===== src/rtl/rsia_pkg.sv =====
package rsia_pkg;

    localparam int SAMPLE_BITS = 32;
    localparam int COUNT_BITS  = 32;
    localparam int FRAC_BITS   = 16;

    localparam int WIDE_BITS   = 128;
    localparam int STEP_BITS   = 8;
    localparam int QUEUE_DEPTH = 2;

    typedef struct packed {
        logic               valid;
        logic signed [63:0] value;
    } rsia_queue_t;

endpackage


===== src/rtl/rsia_if.sv =====
interface rsia_in_if;
    logic               valid;
    logic               ready;
    logic signed [31:0] sample;

    modport source (output valid, output sample, input ready);
    modport sink   (input valid, input sample, output ready);
endinterface



===== src/rtl/rsia_front.sv =====
module rsia_front (
    input  logic                 clk,
    input  logic                 rst_n,
    rsia_in_if.sink              samples,
    output rsia_pkg::rsia_queue_t q_out,
    input  logic                 q_ready
);

    logic signed [63:0] entry_reg [rsia_pkg::QUEUE_DEPTH];
    logic               wr_ptr_reg;
    logic               rd_ptr_reg;
    logic [1:0]         fill_reg;
    logic [1:0]         fill_next;
    logic               push;
    logic               pop;
    logic signed [63:0] ext_value;

    // sign-extend the low SAMPLE_BITS of the sample
    assign ext_value = 64'(signed'(samples.sample[rsia_pkg::SAMPLE_BITS-1:0]));

    assign samples.ready = (fill_reg != 2'(rsia_pkg::QUEUE_DEPTH));
    assign push          = samples.valid && samples.ready;
    assign pop           = q_out.valid && q_ready;
    assign q_out.valid   = (fill_reg != 2'd0);
    assign q_out.value   = entry_reg[rd_ptr_reg];

    always_comb
    begin
        fill_next = fill_reg;
        if (push && !pop)
        begin
            fill_next = fill_reg + 2'd1;
        end
        else if (pop && !push)
        begin
            fill_next = fill_reg - 2'd1;
        end
    end

    always_ff @(posedge clk or negedge rst_n)
    begin
        if (!rst_n)
        begin
            wr_ptr_reg <= 1'b0;
            rd_ptr_reg <= 1'b0;
            fill_reg   <= 2'd0;
        end
        else
        begin
            fill_reg <= fill_next;
            if (push)
            begin
                wr_ptr_reg <= ~wr_ptr_reg;
            end
            if (pop)
            begin
                rd_ptr_reg <= ~rd_ptr_reg;
            end
        end
    end

    always_ff @(posedge clk)
    begin
        if (push)
        begin
            entry_reg[wr_ptr_reg] <= ext_value;
        end
    end

`ifndef NO_ASSERTIONS
    a_fill_bound: assert property (@(posedge clk) disable iff (!rst_n)
        fill_reg <= 2'(rsia_pkg::QUEUE_DEPTH))
        else $error("queue over depth");
`endif

endmodule


===== src/flat_wrapper.sv =====
// flat-port wrapper written by rule: the top's interface ports become plain ports
module rsia_front_flat 
  (clk, rst_n, q_out, q_ready, samples_valid, samples_sample, samples_ready);
  rsia_in_if samples_i ();
  input  logic clk;
  input  logic rst_n;
  output rsia_pkg::rsia_queue_t q_out;
  input  logic q_ready;
  input wire logic [$bits(samples_i.valid)-1:0] samples_valid;
  input wire logic [$bits(samples_i.sample)-1:0] samples_sample;
  output wire logic [$bits(samples_i.ready)-1:0] samples_ready;
  assign samples_i.valid = samples_valid;
  assign samples_i.sample = samples_sample;
  assign samples_ready = samples_i.ready;
  rsia_front u_core (.clk(clk), .rst_n(rst_n), .samples(samples_i), .q_out(q_out), .q_ready(q_ready));
endmodule

===== config.mk =====
export PLATFORM = sky130hd
export DESIGN_NAME = rsia_front_flat
export DESIGN_NICKNAME = d
export VERILOG_FILES = /design/src/rtl/rsia_pkg.sv /design/src/rtl/rsia_if.sv /design/src/rtl/rsia_front.sv /design/src/flat_wrapper.sv
export SDC_FILE = /design/constraint.sdc
export NUM_CORES = 1
export LEC_CHECK = 0
export BUFFER_PORTS_ARGS = -buffer_cell sky130_fd_sc_hd__buf_2
export CAP_MARGIN = 0
export CORE_MARGIN = 2
export CORE_UTILIZATION = 40
export CTS_BUF_LIST = sky130_fd_sc_hd__clkbuf_16
export DETAILED_ROUTE_END_ITERATION = 10
export PLACE_DENSITY_LB_ADDON = 0.12
export SLEW_MARGIN = 20
export SYNTH_ARGS = -nofsm -noshare
export SYNTH_HDL_FRONTEND = slang
export SYNTH_SLANG_ARGS = --single-unit

===== constraint.sdc =====
create_clock -name clk -period 3.6 [get_ports clk]
set_clock_uncertainty 0.1 [all_clocks]
set_input_delay 0.72 -clock clk [delete_from_list [all_inputs] [get_ports clk]]
set_output_delay 0.72 -clock clk [all_outputs]
set_load 0.02 [all_outputs]

==> flow_summary.toml, run 1 <==
[critical_path]
worstReg2RegStart = "u_core.fill_reg[0]"
critical_path.endpoint_type = "primary output"
worstPathRequired_ps = 2780
worst-path-max-fanout = 21
crit_slowest_cell = "dfrtp_2"
crit_family = "buffers and inverters"
regToRegSetupSlack_ps = 1650
path_depth = 3
worstPathCellList = "buf_4, mux2_4, buf_2"
worstPathArrival_ps = 1880
r2r.worst_path.cells = 3
worstSetupPathType = "flip-flop to primary output"
rr_endpoint = "u_core.entry_reg[0][14]"
cp-start-kind = "flip-flop"
cpPeakStageDelay_ps = 590
crit_buf_inv = 2

[clock_network]
cts_buffer_depth = 2
cts_resized = 0
insertion_delay_ps = 320
cts_htree_levels = 3
cts_made_buffers = 9
ctsHoldBuffers = 0
clkSinkCount = 68
cts_tree = "done"
post-cts-setup-buffers = 0
root_buffer = "clkbuf_16"
path_clk_slew_ps = 50

[die]
die_h_microns = 89.1
dieArea_sq_um = 7940
rows = 31
io-pin-count = 102
core_sq_um = 7140
start_util_pct = 40.6
fp.dieW_microns = 89.1

[logic_synthesis]
netlist.area_leader.share_pct = 66.3
syn_area_sq_um = 2900
dominantRegCellSynth = "edfxtp_1"
synth_async_sr_flop_share_pct = 5.88
synth_most_common_cell = "edfxtp_1"
netlist_top_cells_count = "edfxtp_1, buf_4, mux2_4"
syn_area_per_cell_sq_um = 19.3
netlist_top_cells_area = "edfxtp_1, mux2_4, buf_4"
synth_cells = 150
ys_seq_elements = 68
ys_warn_count = 0
synth.net_count = 187
synth_edf_count = 64
ys_types = 17
synth_area_leader_cell = "edfxtp_1"
yosysSeqAreaShare_pct = 69.7

[global_routing]
overflow = 0
grt_max_degree = 34
antenna_found_initial = 0
grt_util_all_layers_pct = 12.0
grt_pass1_wl_mm = 6.56
grt_pass1_vias = 1238

[hold_path]
hold_path.class = "input port to async pin"

[drt]
dr.first_iter.drc_count = 21
ant_nets = 0
dr.pass1.iters = 4
finalWirelength_mm = 4.62
drc = 0
vias = 1378
wire_per_inst_microns = 14.0
via_per_inst = 4.16

[cells_and_area]
final_util_pct = 49.1
largest_reg_flops = 64
nets = 264
syn2layout_area_growth_pct = 20.8
final_area_sq_um = 3500
num_antenna_cells = 0
stdcell_count = 331
drive_gt1_share_pct = 66.4

[power]
p_leak_nw = 1.47
vdd_ir_drop_max_v = 0.000542
total_power_mw = 3.30
power.density_nw_per_um2 = 942

[sta]
relSlewSlack_pct = 35.5
fin_ws_ps = 902
min_period_ps = 2700
final.setup.tns_ps = 0
slew_violations = 0
setup_viol = 0
worst_pin_slew_ps = 965
fin_hold_ws_ps = 93.2
finalHoldViolations = 0
post-route-period-util_pct = 75.0
fmax_mhz = 371
rsz0062_at_grt = "false"

[placed_design]
placed_cells = 315
gp_congestion = 0.632
pre_cts_ws_ps = 1210
hpwl_mm = 3.04
place_area_sq_um = 3230
portBuffers = 101

[run]
cap_viol_max_count = 0

[status]
status = "completed"
report_power, final:
part / switching (mW) / internal [mW] / leakage (nW) / total [mW]
clock network: 0.309 / 0.461 / 0.131 / 0.769
logic: 0.811 / 0.540 / 0.701 / 1.35
registers: 0.0896 / 1.09 / 0.640 / 1.18
total: 1.21 / 2.09 / 1.47 / 3.30
metal layers:
layer / vias to the layer above / wire length [microns] / track usage (%) / share of wire, %
met5: - / 0 / 0 / 0
met4: 0 / 118 / 8.96 / 2.6
met3: 10 / 229 / 3.69 / 5.0
met2: 36 / 2280 / 17.5 / 49
met1: 655 / 2000 / 14.9 / 43
li1: 677 / - / - / -
worst reg2reg max path: stages, from the launching register on:
cell and delay (ps):
dfrtp_1 400, nand2b_1 160, nand2_1 140, nor2_4 760
cells in the final DEF (no fill, tap or decap), drive strengths merged, types with 2 or more instances in the layout:
master / instances
buf: 102
clkbuf: 9
clkinv: 5
clkinvlp: 2
dfrtp: 4
edfxtp: 64
mux2: 32
nand2: 2
nor2: 2
xnor2: 3
xor2: 2
area by class of cell:
cell class / count / area, sq um
fill: 648 / 3630
sequential: 68 / 2020
multi-input combinational: 45 / 571
timing repair buffer: 102 / 513
clock buffer: 9 / 225
tap: 99 / 124
clock inverter: 7 / 43.8
inverter: 1 / 3.75
worst max path at each step:
stage / startpoint / endpoint / slack, ps
4_1_cts: u_core.rd_ptr_reg / q_out[2] / 850
3_3_place_gp: u_core.rd_ptr_reg / q_out[9] / 1210
2_1_floorplan: samples_valid / u_core.entry_reg[0][0] / 910
5_1_grt: u_core.rd_ptr_reg / q_out[10] / 800
6_report: u_core.rd_ptr_reg / q_out[2] / 900
3_5_place_dp: u_core.rd_ptr_reg / q_out[2] / 1210
cells by family (layout without fill, tap and decap cells):
family                     count (synthesis)  in the layout  synth area share [%]
xor gates and xnor gates                   5              5                  1.51
adders and majority gates                  1              1                 0.432
buffers and inverters                     37            119                  10.9
DFF                                       68             68                  69.7
muxes                                     32             32                  16.2
and+or+nand+nor                            7              7                  1.25
No activity file was read; power rests on OpenSTA's default activity.
==> run 2, diff against run 1 <==
Settings changed: ABC_AREA set to 1.
Clock period 3.6 ns to 2.4 ns, I/O delays scaled along.
==> flow_summary.toml, run 2 <==
[logic_synthesis]
synth.net_count = 265
yosysSeqAreaShare_pct = 70.4
syn_area_sq_um = 2870
synth_cells = 228
synth_async_sr_flop_share_pct = 5.88
synth_edf_count = 64
syn_area_per_cell_sq_um = 12.6
ys_warn_count = 0
netlist_top_cells_count = "nand2_1, edfxtp_1, buf_4"
ys_types = 17
netlist_top_cells_area = "edfxtp_1, nand2_1, buf_4"
synth_area_leader_cell = "edfxtp_1"
dominantRegCellSynth = "edfxtp_1"
netlist.area_leader.share_pct = 66.9
ys_seq_elements = 68
synth_most_common_cell = "nand2_1"

[sta]
slew_violations = 0
fin_hold_ws_ps = 246
rsz0062_at_grt = "false"
worst_pin_slew_ps = 486
min_period_ps = 2150
fmax_mhz = 464
post-route-period-util_pct = 89.8
finalHoldViolations = 0
final.setup.tns_ps = 0
setup_viol = 0
relSlewSlack_pct = 67.5

[die]
die_h_microns = 88.7
rows = 30
dieArea_sq_um = 7880
fp.dieW_microns = 88.7
io-pin-count = 102
core_sq_um = 6870
start_util_pct = 41.8

[clock_network]
cts_buffer_depth = 2
root_buffer = "clkbuf_16"
clkSinkCount = 68
cts_htree_levels = 3
insertion_delay_ps = 320
path_clk_slew_ps = 50
ctsHoldBuffers = 1
post-cts-setup-buffers = 0
cts_resized = 0
cts_made_buffers = 9
cts_tree = "done"

[cells_and_area]
final_area_sq_um = 3510
syn2layout_area_growth_pct = 22.3
drive_gt1_share_pct = 43.9
mostFrequentLayoutCells = "buf_2, nand2_1, edfxtp_1, nand2_2, clkbuf_16"
mostFrequentLayoutCell = "buf_2"
final_util_pct = 51.1
fill_cells = 628
num_antenna_cells = 0
largest_reg_flops = 64
nets = 345

[critical_path]
critical_path.endpoint_type = "primary output"
cp-start-kind = "flip-flop"
cpPeakStageDelay_ps = 460
crit_buf_inv = 3
worstPathArrival_ps = 1570
crit_family = "buffers and inverters"
worstPathCellList = "buf_4, nand2_1, nand2_1, buf_4, buf_2"
worstSetupPathType = "flip-flop to primary output"
worstPathRequired_ps = 1820
crit_slowest_cell = "dfrtp_1"
worst-path-max-fanout = 33

[drt]
vias = 1742
drc = 0
dr.pass1.iters = 5
dr.first_iter.drc_count = 92
ant_nets = 0
finalWirelength_mm = 4.82
wire_per_inst_microns = 11.8
via_per_inst = 4.27

[power]
total_power_mw = 5.10
p_leak_nw = 1.59
power.density_nw_per_um2 = 1450
vdd_ir_drop_max_v = 0.000575

[global_routing]
grt_util_all_layers_pct = 13.0
antenna_found_initial = 0
overflow = 0
grt_max_degree = 34
grt_pass1_vias = 1571
grt_pass1_wl_mm = 7.35

[placed_design]
hpwl_mm = 3.12
place_area_sq_um = 3240
gp_congestion = 0.684
portBuffers = 101

[status]
status = "completed"

[hold_path]
hold_path.class = "input port to flip-flop"

[run]
cap_viol_max_count = 0
run 2: metal layers:
layer  routed length, microns  vias up  global-route usage, %
li1                         -      879                      -
met1                     2120      777                   15.8
met2                     2260       80                   20.4
met3                      378        6                   4.57
met4                       65        0                   7.02
met5                        0        -                      0
run 2: layout make-up:
| type | instances | area, sq um | share of cell area [%] |
|---|---|---|---|
| multi-input cells | 114 | 504 | 14.4 |
| well taps | 96 | 120 | 3.42 |
| flip-flops and latches | 68 | 2020 | 57.6 |
| inverters | 7 | 33.8 | 0.962 |
| repair buffers | 108 | 573 | 16.3 |
| clock buffers | 9 | 225 | 6.41 |
| clock inverters | 6 | 33.8 | 0.962 |
run 2: logic make-up after synthesis:
kind of cell               share of synthesized area [%]
xor gates and xnor gates                           0.610
adders and majority gates                          0.435
buffers and inverters                               12.6
DFF                                                 70.4
and+or+nand+nor                                     16.0
run 2: power breakdown:
group | total [mW] | internal, mW | switching (mW)
clock network | 1.13 | 0.682 | 0.446
logic | 2.25 | 0.672 | 1.58
registers | 1.72 | 1.63 | 0.0929
run 2: final timing paths:
kind	depth (start not counted)	slack, ps	startpoint	endpoint
worst max-delay path	5	250	u_core.rd_ptr_reg	q_out[50]
worst min-delay path	1	250	samples_sample[29]	u_core.entry_reg[0][29]
worst max register to register	5	730	u_core.fill_reg[0]	u_core.entry_reg[1][11]
worst min register to register	1	410	u_core.fill_reg[0]	u_core.fill_reg[0]
max in group asynchronous	2	1680	rst_n	u_core.wr_ptr_reg
min in group asynchronous	2	400	rst_n	u_core.fill_reg[0]
run 2: metrics by stage:
| step | setup slack (ps) | std cells |
|---|---|---|
| finish | 246 | 408 |
| global route | 53.6 | 408 |
| CTS | 209 | 408 |
| detailed placement | 557 | 392 |
| global placement | 579 | 392 |
| floorplan | -126 | 228 |
